[src/rbfe_pkg.sv]
// Package for the ring buffer frame extractor: sizes, field widths, codes,
// and the command/status structs between controller and datapath.
// No dependencies.
package rbfe_pkg;

  localparam int DEPTH      = 64;   // ring entries; holds at most DEPTH-1 bytes
  localparam int MAX_SYNC   = 4;    // longest sync token
  localparam int PTR_W      = $clog2(DEPTH);

  localparam int REQ_W      = 2;
  localparam int BYTE_W     = 8;
  localparam int LEN_W      = 8;
  localparam int STAT_W     = 3;
  localparam int FILL_OUT_W = 6;
  localparam int FLEN_W     = 6;
  localparam int SLEN_W     = 3;
  localparam int PAT_W      = 32;
  localparam int CFG_IDX_W  = 2;
  localparam int TOT_W      = LEN_W + 1;  // length byte + token + 1

  // request types
  localparam logic [REQ_W-1:0] REQ_PUSH   = 2'd0;
  localparam logic [REQ_W-1:0] REQ_POP    = 2'd1;
  localparam logic [REQ_W-1:0] REQ_SEARCH = 2'd2;

  // result status codes
  localparam logic [STAT_W-1:0] ST_OK         = 3'd0;
  localparam logic [STAT_W-1:0] ST_OVERFLOW   = 3'd1;
  localparam logic [STAT_W-1:0] ST_EMPTY      = 3'd2;
  localparam logic [STAT_W-1:0] ST_NO_FRAME   = 3'd3;
  localparam logic [STAT_W-1:0] ST_INCOMPLETE = 3'd4;
  localparam logic [STAT_W-1:0] ST_BAD_REQ    = 3'd5;

  // configuration register indexes
  localparam logic [CFG_IDX_W-1:0] REG_SYNC_LENGTH  = 2'd0;
  localparam logic [CFG_IDX_W-1:0] REG_SYNC_PATTERN = 2'd1;

  typedef struct packed {
    logic latch;      // capture input transaction
    logic setup;      // decode request, do push, prepare pop/search
    logic rd_scan;    // read ring at scan pointer
    logic scan_step;  // evaluate one scanned byte
    logic rd_len;     // read frame length byte
    logic len_chk;    // check frame is fully stored
    logic rd_emit;    // read next byte to emit
    logic emit_ld;    // load output register with emitted byte
    logic send_ld;    // load output register with status-only result
  } ctl_cmd_t;

  typedef struct packed {
    logic go_single;  // request ends in one status result
    logic go_emit;    // request emits stored bytes right away
    logic hit;        // sync token matched at this byte
    logic scan_last;  // last scan position reached
    logic frame_ok;   // whole frame stored
    logic emit_done;  // no bytes left to emit
    logic out_free;   // output register can take a result
  } dp_sts_t;

endpackage

[src/ring_buffer_frame_extractor.sv]
// Top level of the ring buffer frame extractor: controller plus datapath.
// Depends on rbfe_pkg, rbfe_ctrl and rbfe_dp.
//
// Channel  Direction  Handshake              Payload
// in       input      in_valid / in_ready    req_type, data_byte, length_req, chunk_first
// out      output     out_valid / out_ready  out_byte, last, status, fill_count, frame_length
// cfg      input      cfg_valid / cfg_ready  cfg_index (0 sync_length, 1 sync_pattern), cfg_data
//
// Sequence: push runs accept, decode, result load. Pop of n bytes runs accept, decode, then a
//   read and an output load per byte. A search runs accept, decode, a read and a compare per
//   scanned byte, then a length read and check, and a read and load per frame byte if a frame
//   is found; a status-only result (bad or empty pop, failed search) ends in a load state. The
//   single ring read port with its registered read data makes each byte a read, then a load.
// Reset: rst_n synchronous, active low; clears pointers, chunk state and output valid and sets
//   config to sync length 1, pattern 128. Ring content is not cleared and needs no clearing pass.
// Stalls: out_ready low holds the sequencer before each result load; a result
//   waiting in the output register does not block the next input transaction.
// Config writes are taken in any cycle and take effect at once, busy or not;
//   write them only while the block is idle.
module ring_buffer_frame_extractor import rbfe_pkg::*; (
  input  logic                  clk,
  input  logic                  rst_n,
  input  logic                  in_valid,
  output logic                  in_ready,
  input  logic [REQ_W-1:0]      in_req_type,
  input  logic [BYTE_W-1:0]     in_data_byte,
  input  logic [LEN_W-1:0]      in_length_req,
  input  logic                  in_chunk_first,
  output logic                  out_valid,
  input  logic                  out_ready,
  output logic [BYTE_W-1:0]     out_byte,
  output logic                  out_last,
  output logic [STAT_W-1:0]     out_status,
  output logic [FILL_OUT_W-1:0] out_fill_count,
  output logic [FLEN_W-1:0]     out_frame_length,
  input  logic                  cfg_valid,
  output logic                  cfg_ready,
  input  logic [CFG_IDX_W-1:0]  cfg_index,
  input  logic [PAT_W-1:0]      cfg_data
);

  ctl_cmd_t cmd;   // controller -> datapath
  dp_sts_t  sts;   // datapath -> controller

  // sequencer: one request at a time, walks scan and emit loops
  rbfe_ctrl u_ctrl (
    .clk      (clk),
    .rst_n    (rst_n),
    .in_valid (in_valid),
    .in_ready (in_ready),
    .sts      (sts),
    .cmd      (cmd)
  );

  // ring memory, pointers, token matcher and output register
  rbfe_dp u_dp (
    .clk              (clk),
    .rst_n            (rst_n),
    .cmd              (cmd),
    .sts              (sts),
    .in_req_type      (in_req_type),
    .in_data_byte     (in_data_byte),
    .in_length_req    (in_length_req),
    .in_chunk_first   (in_chunk_first),
    .cfg_valid        (cfg_valid),
    .cfg_ready        (cfg_ready),
    .cfg_index        (cfg_index),
    .cfg_data         (cfg_data),
    .out_valid        (out_valid),
    .out_ready        (out_ready),
    .out_byte         (out_byte),
    .out_last         (out_last),
    .out_status       (out_status),
    .out_fill_count   (out_fill_count),
    .out_frame_length (out_frame_length)
  );

endmodule

[src/rbfe_ctrl.sv]
// Controller state machine of the ring buffer frame extractor.
// Depends on rbfe_pkg (command/status structs).
module rbfe_ctrl import rbfe_pkg::*; (
  input  logic     clk,
  input  logic     rst_n,
  input  logic     in_valid,
  output logic     in_ready,
  input  dp_sts_t  sts,
  output ctl_cmd_t cmd
);

  localparam logic [3:0] S_IDLE     = 4'd0;
  localparam logic [3:0] S_DECODE   = 4'd1;
  localparam logic [3:0] S_SCAN_RD  = 4'd2;
  localparam logic [3:0] S_SCAN_CMP = 4'd3;
  localparam logic [3:0] S_LEN_RD   = 4'd4;
  localparam logic [3:0] S_LEN_CHK  = 4'd5;
  localparam logic [3:0] S_EMIT_RD  = 4'd6;
  localparam logic [3:0] S_EMIT_LD  = 4'd7;
  localparam logic [3:0] S_SEND     = 4'd8;

  logic [3:0] state_r, state_nxt;

  always_comb begin
    cmd       = '0;
    in_ready  = 1'b0;
    state_nxt = state_r;
    unique case (state_r)
      S_IDLE: begin
        in_ready = 1'b1;
        if (in_valid) begin
          cmd.latch = 1'b1;
          state_nxt = S_DECODE;
        end
      end
      S_DECODE: begin
        cmd.setup = 1'b1;
        priority if (sts.go_single) state_nxt = S_SEND;
        else if (sts.go_emit)       state_nxt = S_EMIT_RD;
        else                        state_nxt = S_SCAN_RD;
      end
      S_SCAN_RD: begin
        cmd.rd_scan = 1'b1;
        state_nxt   = S_SCAN_CMP;
      end
      S_SCAN_CMP: begin
        cmd.scan_step = 1'b1;
        priority if (sts.hit && !sts.scan_last) state_nxt = S_LEN_RD;
        else if (sts.hit || sts.scan_last)      state_nxt = S_SEND;
        else                                    state_nxt = S_SCAN_RD;
      end
      S_LEN_RD: begin
        cmd.rd_len = 1'b1;
        state_nxt  = S_LEN_CHK;
      end
      S_LEN_CHK: begin
        cmd.len_chk = 1'b1;
        state_nxt   = sts.frame_ok ? S_EMIT_RD : S_SEND;
      end
      S_EMIT_RD: begin
        if (sts.out_free) begin
          cmd.rd_emit = 1'b1;
          state_nxt   = S_EMIT_LD;
        end
      end
      S_EMIT_LD: begin
        cmd.emit_ld = 1'b1;
        state_nxt   = sts.emit_done ? S_IDLE : S_EMIT_RD;
      end
      S_SEND: begin
        if (sts.out_free) begin
          cmd.send_ld = 1'b1;
          state_nxt   = S_IDLE;
        end
      end
      default: state_nxt = S_IDLE;
    endcase
  end

  always_ff @(posedge clk) begin
    if (!rst_n) begin
      state_r <= S_IDLE;
    end else begin
      state_r <= state_nxt;
    end
  end

  // a new transaction is only taken with nothing in flight
  a_latch_idle: assert property (@(posedge clk) disable iff (!rst_n)
    cmd.latch |=> state_r == S_DECODE)
    else $error("latch did not lead to decode");

  // every byte read for emission is followed by its output load
  a_emit_pair: assert property (@(posedge clk) disable iff (!rst_n)
    cmd.rd_emit |=> cmd.emit_ld)
    else $error("emit read without output load");

  // a length read only follows a token hit before the last position
  a_len_after_hit: assert property (@(posedge clk) disable iff (!rst_n)
    cmd.rd_len |-> $past(cmd.scan_step && sts.hit && !sts.scan_last))
    else $error("length byte read without token hit");

endmodule

[src/rbfe_dp.sv]
// Datapath of the ring buffer frame extractor: ring memory, pointers, chunk
// state, sync search, config registers and output register. Uses rbfe_pkg.
module rbfe_dp import rbfe_pkg::*; (
  input  logic                  clk,
  input  logic                  rst_n,
  input  ctl_cmd_t              cmd,
  output dp_sts_t               sts,
  input  logic [REQ_W-1:0]      in_req_type,
  input  logic [BYTE_W-1:0]     in_data_byte,
  input  logic [LEN_W-1:0]      in_length_req,
  input  logic                  in_chunk_first,
  input  logic                  cfg_valid,
  output logic                  cfg_ready,
  input  logic [CFG_IDX_W-1:0]  cfg_index,
  input  logic [PAT_W-1:0]      cfg_data,
  output logic                  out_valid,
  input  logic                  out_ready,
  output logic [BYTE_W-1:0]     out_byte,
  output logic                  out_last,
  output logic [STAT_W-1:0]     out_status,
  output logic [FILL_OUT_W-1:0] out_fill_count,
  output logic [FLEN_W-1:0]     out_frame_length
);

  function automatic logic [PTR_W-1:0] ptr_inc(input logic [PTR_W-1:0] p);
    return (p == PTR_W'(DEPTH - 1)) ? '0 : p + PTR_W'(1);
  endfunction

  // (p - n) mod DEPTH, n < DEPTH
  function automatic logic [PTR_W-1:0] ptr_sub(input logic [PTR_W-1:0] p,
                                                input logic [PTR_W-1:0] n);
    logic [PTR_W:0] s;
    if (p >= n) s = {1'b0, p} - {1'b0, n};
    else        s = {1'b0, p} + (PTR_W+1)'(DEPTH) - {1'b0, n};
    return s[PTR_W-1:0];
  endfunction

  // token bytes past the pattern register read as zero
  function automatic logic [BYTE_W-1:0] token_byte(input logic [PAT_W-1:0] pat,
                                                    input int i);
    return BYTE_W'(pat >> (BYTE_W * i));
  endfunction

  // ring storage, content undefined until written
  logic [BYTE_W-1:0] ring_mem [DEPTH];
  logic [BYTE_W-1:0] mem_q_r;
  logic              rd_en, wr_en;
  logic [PTR_W-1:0]  rd_addr;

  // state
  logic [PTR_W-1:0]  rp_r, rp_nxt, wp_r, wp_nxt;
  logic [LEN_W-1:0]  chunk_left_r, chunk_left_nxt;
  logic              chunk_drop_r, chunk_drop_nxt;
  logic [SLEN_W-1:0] sync_length_r, sync_length_nxt;
  logic [PAT_W-1:0]  sync_pattern_r, sync_pattern_nxt;

  // captured request
  logic [REQ_W-1:0]  req_type_r;
  logic [BYTE_W-1:0] req_data_r;
  logic [LEN_W-1:0]  req_len_r;
  logic              req_first_r;

  // sequencing and pending result
  logic [PTR_W-1:0]    sa_r, sa_nxt;
  logic [PTR_W-1:0]    cnt_r, cnt_nxt;
  logic [MAX_SYNC-1:0] d_r, d_nxt;
  logic [STAT_W-1:0]   res_status_r, res_status_nxt;
  logic [PTR_W-1:0]    res_fill_r, res_fill_nxt;
  logic [FLEN_W-1:0]   res_flen_r, res_flen_nxt;

  // output register
  logic                  out_valid_r, out_valid_nxt;
  logic [BYTE_W-1:0]     out_byte_r;
  logic                  out_last_r;
  logic [STAT_W-1:0]     out_status_r;
  logic [FILL_OUT_W-1:0] out_fill_r;
  logic [FLEN_W-1:0]     out_flen_r;

  // combinational helpers
  logic [PTR_W-1:0]    fill, tlm1, pop_n, sa_inc;
  logic [TOT_W-1:0]    fill9, tl9, total;
  logic                tl_bad, too_short;
  logic                push_store;
  logic [STAT_W-1:0]   push_status, single_status;
  logic [LEN_W-1:0]    push_cl;
  logic                push_drop;
  logic [MAX_SYNC-1:0] d_new;
  logic                hit, scan_last, frame_ok, go_single, go_emit;

  assign fill      = ptr_sub(wp_r, rp_r);
  assign fill9     = TOT_W'(fill);
  assign tl9       = TOT_W'(sync_length_r);
  assign tlm1      = PTR_W'(sync_length_r - SLEN_W'(1));
  assign sa_inc    = ptr_inc(sa_r);
  assign tl_bad    = (sync_length_r == '0) || (int'(sync_length_r) > MAX_SYNC);
  assign too_short = (tl9 + TOT_W'(1)) > fill9;
  assign pop_n     = (TOT_W'(req_len_r) < fill9) ? PTR_W'(req_len_r) : fill;
  assign total     = TOT_W'(mem_q_r) + tl9 + TOT_W'(1);
  assign frame_ok  = (fill9 >= total) && (total <= TOT_W'(DEPTH));
  assign scan_last = (cnt_r == PTR_W'(1));

  // push decision
  always_comb begin
    push_store  = 1'b0;
    push_status = ST_OK;
    push_cl     = chunk_left_r;
    push_drop   = chunk_drop_r;
    if (req_first_r) begin
      if (req_len_r == '0) begin
        push_status = ST_BAD_REQ;
        push_cl     = '0;
        push_drop   = 1'b0;
      end else begin
        push_cl = req_len_r - LEN_W'(1);
        if (fill9 + TOT_W'(req_len_r) > TOT_W'(DEPTH - 1)) begin
          push_drop   = 1'b1;
          push_status = ST_OVERFLOW;
        end else begin
          push_drop  = 1'b0;
          push_store = 1'b1;
        end
      end
    end else if (chunk_left_r == '0) begin
      push_status = ST_BAD_REQ;
    end else begin
      push_cl = chunk_left_r - LEN_W'(1);
      if (chunk_drop_r || fill == PTR_W'(DEPTH - 1)) push_status = ST_OVERFLOW;
      else                                           push_store  = 1'b1;
    end
  end

  // request classification
  always_comb begin
    go_single     = 1'b1;
    single_status = ST_BAD_REQ;
    unique case (req_type_r)
      REQ_PUSH: single_status = push_status;
      REQ_POP: begin
        go_single     = (req_len_r == '0) || (fill == '0);
        single_status = (req_len_r == '0) ? ST_BAD_REQ : ST_EMPTY;
      end
      REQ_SEARCH: begin
        go_single     = tl_bad || too_short;
        single_status = tl_bad ? ST_BAD_REQ : ST_NO_FRAME;
      end
      default: single_status = ST_BAD_REQ;
    endcase
    go_emit = (req_type_r == REQ_POP) && !go_single;
  end

  // shift-and token match, one ring byte per step
  always_comb begin
    d_new[0] = (mem_q_r == token_byte(sync_pattern_r, 0));
    for (int i = 1; i < MAX_SYNC; i++) begin
      d_new[i] = d_r[i-1] & (mem_q_r == token_byte(sync_pattern_r, i));
    end
    hit = 1'b0;
    for (int i = 0; i < MAX_SYNC; i++) begin
      if (int'(sync_length_r) == i + 1) hit = d_new[i];
    end
  end

  // memory port control
  assign wr_en = cmd.setup && (req_type_r == REQ_PUSH) && push_store;
  assign rd_en = cmd.rd_scan || cmd.rd_len || cmd.rd_emit;
  always_comb begin
    priority if (cmd.rd_scan) rd_addr = sa_r;
    else if (cmd.rd_len)      rd_addr = sa_inc;
    else                      rd_addr = rp_r;
  end

  always_ff @(posedge clk) begin
    if (wr_en) ring_mem[wp_r] <= req_data_r;
    if (rd_en) mem_q_r <= ring_mem[rd_addr];
  end

  // next state
  always_comb begin
    rp_nxt           = rp_r;
    wp_nxt           = wp_r;
    chunk_left_nxt   = chunk_left_r;
    chunk_drop_nxt   = chunk_drop_r;
    sync_length_nxt  = sync_length_r;
    sync_pattern_nxt = sync_pattern_r;
    sa_nxt           = sa_r;
    cnt_nxt          = cnt_r;
    d_nxt            = d_r;
    res_status_nxt   = res_status_r;
    res_fill_nxt     = res_fill_r;
    res_flen_nxt     = res_flen_r;

    if (cfg_valid) begin
      if (cfg_index == REG_SYNC_LENGTH)       sync_length_nxt  = cfg_data[SLEN_W-1:0];
      else if (cfg_index == REG_SYNC_PATTERN) sync_pattern_nxt = cfg_data;
    end

    if (cmd.setup) begin
      res_status_nxt = single_status;
      if (req_type_r == REQ_PUSH) begin
        chunk_left_nxt = push_cl;
        chunk_drop_nxt = push_drop;
        if (push_store) wp_nxt = ptr_inc(wp_r);
      end
      if (go_emit) begin
        cnt_nxt        = pop_n;
        res_status_nxt = ST_OK;
        res_flen_nxt   = '0;
        res_fill_nxt   = fill - pop_n;
      end
      if (req_type_r == REQ_SEARCH && !go_single) begin
        sa_nxt  = rp_r;
        cnt_nxt = fill - PTR_W'(1);   // scan positions 0 .. fill-2
        d_nxt   = '0;
      end
    end

    if (cmd.scan_step) begin
      d_nxt   = d_new;
      cnt_nxt = cnt_r - PTR_W'(1);
      if (hit) begin
        rp_nxt = ptr_sub(sa_r, tlm1);   // drop bytes before the token
        if (scan_last) res_status_nxt = ST_INCOMPLETE;
      end else if (scan_last) begin
        rp_nxt         = ptr_sub(sa_inc, tlm1);
        res_status_nxt = ST_NO_FRAME;
      end else begin
        sa_nxt = sa_inc;
      end
    end

    if (cmd.len_chk) begin
      if (frame_ok) begin
        cnt_nxt        = PTR_W'(total);
        res_status_nxt = ST_OK;
        res_flen_nxt   = FLEN_W'(total);
        res_fill_nxt   = fill - PTR_W'(total);
      end else begin
        res_status_nxt = ST_INCOMPLETE;
      end
    end

    if (cmd.rd_emit) begin
      rp_nxt  = ptr_inc(rp_r);
      cnt_nxt = cnt_r - PTR_W'(1);
    end
  end

  always_comb begin
    out_valid_nxt = out_valid_r;
    if (out_valid_r && out_ready) out_valid_nxt = 1'b0;
    if (cmd.emit_ld || cmd.send_ld) out_valid_nxt = 1'b1;
  end

  always_ff @(posedge clk) begin
    if (!rst_n) begin
      rp_r           <= '0;
      wp_r           <= '0;
      chunk_left_r   <= '0;
      chunk_drop_r   <= 1'b0;
      sync_length_r  <= SLEN_W'(1);
      sync_pattern_r <= PAT_W'(128);
      out_valid_r    <= 1'b0;
    end else begin
      rp_r           <= rp_nxt;
      wp_r           <= wp_nxt;
      chunk_left_r   <= chunk_left_nxt;
      chunk_drop_r   <= chunk_drop_nxt;
      sync_length_r  <= sync_length_nxt;
      sync_pattern_r <= sync_pattern_nxt;
      out_valid_r    <= out_valid_nxt;
    end
  end

  always_ff @(posedge clk) begin
    if (cmd.latch) begin
      req_type_r  <= in_req_type;
      req_data_r  <= in_data_byte;
      req_len_r   <= in_length_req;
      req_first_r <= in_chunk_first;
    end
    sa_r         <= sa_nxt;
    cnt_r        <= cnt_nxt;
    d_r          <= d_nxt;
    res_status_r <= res_status_nxt;
    res_fill_r   <= res_fill_nxt;
    res_flen_r   <= res_flen_nxt;
    if (cmd.emit_ld) begin
      out_byte_r   <= mem_q_r;
      out_last_r   <= (cnt_r == '0);
      out_status_r <= res_status_r;
      out_fill_r   <= FILL_OUT_W'(res_fill_r);
      out_flen_r   <= res_flen_r;
    end else if (cmd.send_ld) begin
      out_byte_r   <= '0;
      out_last_r   <= 1'b1;
      out_status_r <= res_status_r;
      out_fill_r   <= FILL_OUT_W'(fill);
      out_flen_r   <= '0;
    end
  end

  assign sts.go_single = go_single;
  assign sts.go_emit   = go_emit;
  assign sts.hit       = hit;
  assign sts.scan_last = scan_last;
  assign sts.frame_ok  = frame_ok;
  assign sts.emit_done = (cnt_r == '0);
  assign sts.out_free  = !out_valid_r || out_ready;

  assign cfg_ready        = 1'b1;
  assign out_valid        = out_valid_r;
  assign out_byte         = out_byte_r;
  assign out_last         = out_last_r;
  assign out_status       = out_status_r;
  assign out_fill_count   = out_fill_r;
  assign out_frame_length = out_flen_r;

  // output register is never overwritten while it holds an untaken result
  a_out_no_clobber: assert property (@(posedge clk) disable iff (!rst_n)
    (cmd.emit_ld || cmd.send_ld) |-> (!out_valid_r || out_ready))
    else $error("output register overwritten");

  // a stored byte always leaves the ring non-empty
  a_store_fill: assert property (@(posedge clk) disable iff (!rst_n)
    wr_en |=> fill != '0)
    else $error("ring empty after store");

  // emission never reads past the stored bytes
  a_emit_stored: assert property (@(posedge clk) disable iff (!rst_n)
    cmd.rd_emit |-> fill != '0)
    else $error("emit from empty ring");

endmodule
[config.mk]
export PLATFORM = sky130hd
export DESIGN_NAME = ring_buffer_frame_extractor
export DESIGN_NICKNAME = d
export VERILOG_FILES = /design/src/rbfe_pkg.sv /design/src/ring_buffer_frame_extractor.sv /design/src/rbfe_ctrl.sv /design/src/rbfe_dp.sv
export SDC_FILE = /design/constraint.sdc
export NUM_CORES = 1
export LEC_CHECK = 0
export BUFFER_PORTS_ARGS = -buffer_cell sky130_fd_sc_hd__buf_2
export CORE_ASPECT_RATIO = 1.25
export CORE_MARGIN = 10
export CORE_UTILIZATION = 35
export DETAILED_ROUTE_END_ITERATION = 7
export GPL_TIMING_DRIVEN = 0
export SKIP_LAST_GASP = 1
export SLEW_MARGIN = 15
export SYNTH_ARGS = -nofsm -noshare
export SYNTH_HDL_FRONTEND = slang
export SYNTH_HIERARCHICAL = 1
export SYNTH_SLANG_ARGS = --single-unit
export TNS_END_PERCENT = 30
[constraint.sdc]
create_clock -name clk -period 7.2 [get_ports clk]
set_clock_uncertainty 0.05 [all_clocks]
set_input_delay 0 -clock clk [delete_from_list [all_inputs] [get_ports clk]]
set_output_delay 0 -clock clk [all_outputs]
set_load 0.01 [all_outputs]
==> metrics.md <==
| Metric | Value |
|---|---|
| Post-route minimum period | `6.23 ns` |
| Overall power | `8760 uW` |
| Row cnt | `119` |
| Setup TNS | `0 ns` |
| Synthesized area | `0.0299 mm^2` |
| Dominant synthesized flop cell | `edfxtp_1` |
| Length of the first detailed-routing pass in iterations | `5` |
| Crit path DAT | `6.69 ns` |
| Remaining DRCs | `0` |
| Area leader, netlist | `edfxtp_1` |
| Switching pwr | `2120 uW` |
| Final wirelength | `84900 um` |
| Fin nets | `2781` |
| Antenna violations before repair | `0` |
| Syn nets | `2537` |
| HP Start | `in_data_byte[5]` |
| Die Span Y | `347 um` |
| Seq pwr share | `49.4%` |
| Reg clk slew, reported paths | `0.07 ns` |
| DP Area | `0.0321 mm^2` |
| Vias | `20500` |
| Max_cap viols | `0` |
| Hold slack | `0.0501 ns` |
| Core Region | `0.0844 mm^2` |
| Worst Path Max Fanout | `10` |
| Clock latency on the worst-skew pair | `0.62 ns` |
| Initial Utilization | `35.4%` |
| Largest net degree at the start of global routing | `25` |
| Design area | `0.0350 mm^2` |
| H-tree depth | `3` |
| First-pass GRT wire length | `127000 um` |
| RSZ-0062 raised after global routing | `no` |
| Die W | `281 um` |
| I/O pin count | `85` |
| Number of global-route vias before repair | `20600` |
| GR Util All Layers | `17.0%` |
| EDFF count, synth | `566` |
| Top post-synthesis cells by count | `566 x edfxtp_1, 510 x nand2_1, 103 x nor2_1` |
| Post-synthesis register bit count | `654` |
| Worst-Margin Slew | `1.11 ns` |
| Clock buffer depth | `3` |
| Post-synth top area share | `56.9%` |
| Post-route insts no fill | `3789` |
| Post-CTS Setup Bufs | `0` |
| Setup violators final | `0` |
| Leak | `0.0123 uW` |
| Most common cell in the netlist | `edfxtp_1` |
| Via-to-Cell Ratio | `5.40` |
| Max Fclk | `0.161 GHz` |
| Seq/Total Area, Yosys | `62.8%` |
| Startpoint types | `flip-flop` |
| Root Buffer Master | `clkbuf_16` |
| IO buf count | `83` |
| HPWL after DPL | `61700 um` |
| Worst r2r src | `u_dp/rp_r[2]` |
| Worst Setup End Kind | `flip-flop` |
| Slew Limit Fails | `0` |
| CTS tree | `yes` |
| CP startpoint | `u_dp/rp_r[2]` |
| Final Hold Viols | `0` |
| Cells after Synth | `2404` |
| R2R depth | `22` |
| Synth cell types | `108` |
| Area growth syn-to-layout | `17.2%` |
| TritonCTS Buffers | `68` |
| Wire per inst | `22.4 um` |
| VDD IR max | `0.000155 V` |
| Switching share of power | `24.2%` |
| Clk sinks | `654` |
| Int Pwr | `6640 uW` |
| WHS Path Cells | `2` |
| Kind of critical path | `reg -> reg` |
| Routed Antenna Nets | `0` |
| Hold bufs inserted after CTS | `65` |
| Fin crit share | `86.5%` |
| Placer Congestion | `0.961` |
| Worst EP required | `7.66 ns` |
| Async set-reset flop share out of synthesis | `0%` |
| Antenna cells | `0` |
| Max-slew headroom | `25.1%` |
| Status | `finished, final reports clean` |
| Die Area | `0.0975 mm^2` |
| Worst hold path class | `in -> reg` |
| Clock share of power | `39.9%` |
| YS warnings | `6` |
| Initial DRC count | `1835` |
| Logic pwr share | `10.7%` |
| Leading post-synthesis cells by cell area | `edfxtp_1 57%, nand2_1 6.4%, dfxtp_1 5.9%` |
| Post-placement cell count | `3602` |
| Power per Cell Area | `250 mW/mm^2` |
| Grt ovf | `0` |
| Share of cells above drive strength 1 | `13.4%` |
| Post-CTS resize count | `0` |
| Synthesized area per cell | `12.4 um^2` |
[layout by cell type, fill, tap and decap left out, drive strengths merged, types with 35 or more instances in the layout]
cell / n
a311oi: 70
a21boi: 41
a21oi: 49
xnor2: 55
buf: 194
nand3: 75
a211oi: 35
edfxtp: 566
inv: 65
clkbuf: 154
nand2: 511
nor2: 104
o21ai: 52
and3: 66
dlygate4sd3: 65
mux4: 42
dfxtp: 88
ha: 68
[worst max-delay path: stages (launching register included)]
cell       delay (ns)
dfxtp_1          0.30
clkbuf_1         0.41
inv_1            0.14
ha_1             0.40
o21ai_1          0.22
a21oi_1          0.11
nor2_1           0.58
clkinv_1         0.54
ha_1             0.34
a221oi_1         0.22
o21bai_1         0.14
a2111oi_4        0.70
nand2_1          0.10
o21ai_0          0.31
inv_1            0.11
ha_1             0.32
a21o_1           0.18
a21oi_1          0.22
o21bai_1         0.09
a21oi_1          0.20
xor2_1           0.18
a21oi_1          0.08
a31o_1           0.18
[registers in the layout (all words and copies together), names as in the netlist, 4 cells and up]
name,cells
u_dp/res_fill_r,6
u_dp/mem_q_r,8
u_dp/cnt_r,6
u_ctrl/state_r,4
u_dp/chunk_left_r,8
u_dp/wp_r,6
u_dp/sync_pattern_r,32
u_dp/rp_r,6
u_dp/res_flen_r,6
u_dp/out_fill_count,6
u_dp/ring_mem,512
u_dp/sa_r,6
u_dp/out_frame_length,6
u_dp/req_data_r,8
u_dp/out_byte,8
u_dp/req_len_r,8
[final timing paths]
path	endpoint	slack [ns]
max	u_dp/res_fill_r[5]	0.97
min	u_dp/req_data_r[5]	0.05
max reg2reg	u_dp/res_fill_r[5]	0.97
min reg2reg	u_dp/res_flen_r[1]	0.41
[power by group through the flow]
stage / clock, uW / sequential (uW) / combinational [uW]
floorplan: 0 / 4400 / 543
global route: 3730 / 4330 / 1020
finish: 3500 / 4320 / 936
detailed placement: 0 / 4400 / 901
global placement: 0 / 4480 / 752
CTS: 3580 / 4320 / 933
[through the flow]
stage | utilization (%) | setup WS [ns]
detailed placement | 38.1 | 1.05
CTS | 41.5 | 1.02
global placement | 37.5 | 0.787
floorplan | - | 2.42
global route | 41.5 | 0.596
finish | 41.5 | 0.973
[cell families after synthesis]
logic type,after synthesis,share of synthesized area [%]
compound gates,365,8.99
xor+xnor,70,2.10
fa+ha+maj,75,3.32
buf+inv,215,3.59
flops,654,62.8
mux,63,4.02
other cells,1,0.0126
simple gates,961,15.2
[layer usage]
| metal | track usage [%] | vias to the layer above | routed length [um] |
|---|---|---|---|
| li1 | - | 9400 | - |
| met1 | 19.9 | 10200 | 33300 |
| met2 | 30.3 | 695 | 43100 |
| met3 | 2.34 | 188 | 4620 |
| met4 | 8.13 | 0 | 3810 |
| met5 | 0 | - | 0 |
[cell type report]
cell class,instances,area [um^2]
flip-flops and latches,654,18800
clock inverters,36,339
plain buffers,153,838
repair buffers,174,1550
inverters,62,233
clock buffers,86,1860
well taps,1089,1360
fillers,7785,49400
multi-input cells,1535,10100
Power figures use the tool's default switching activity.
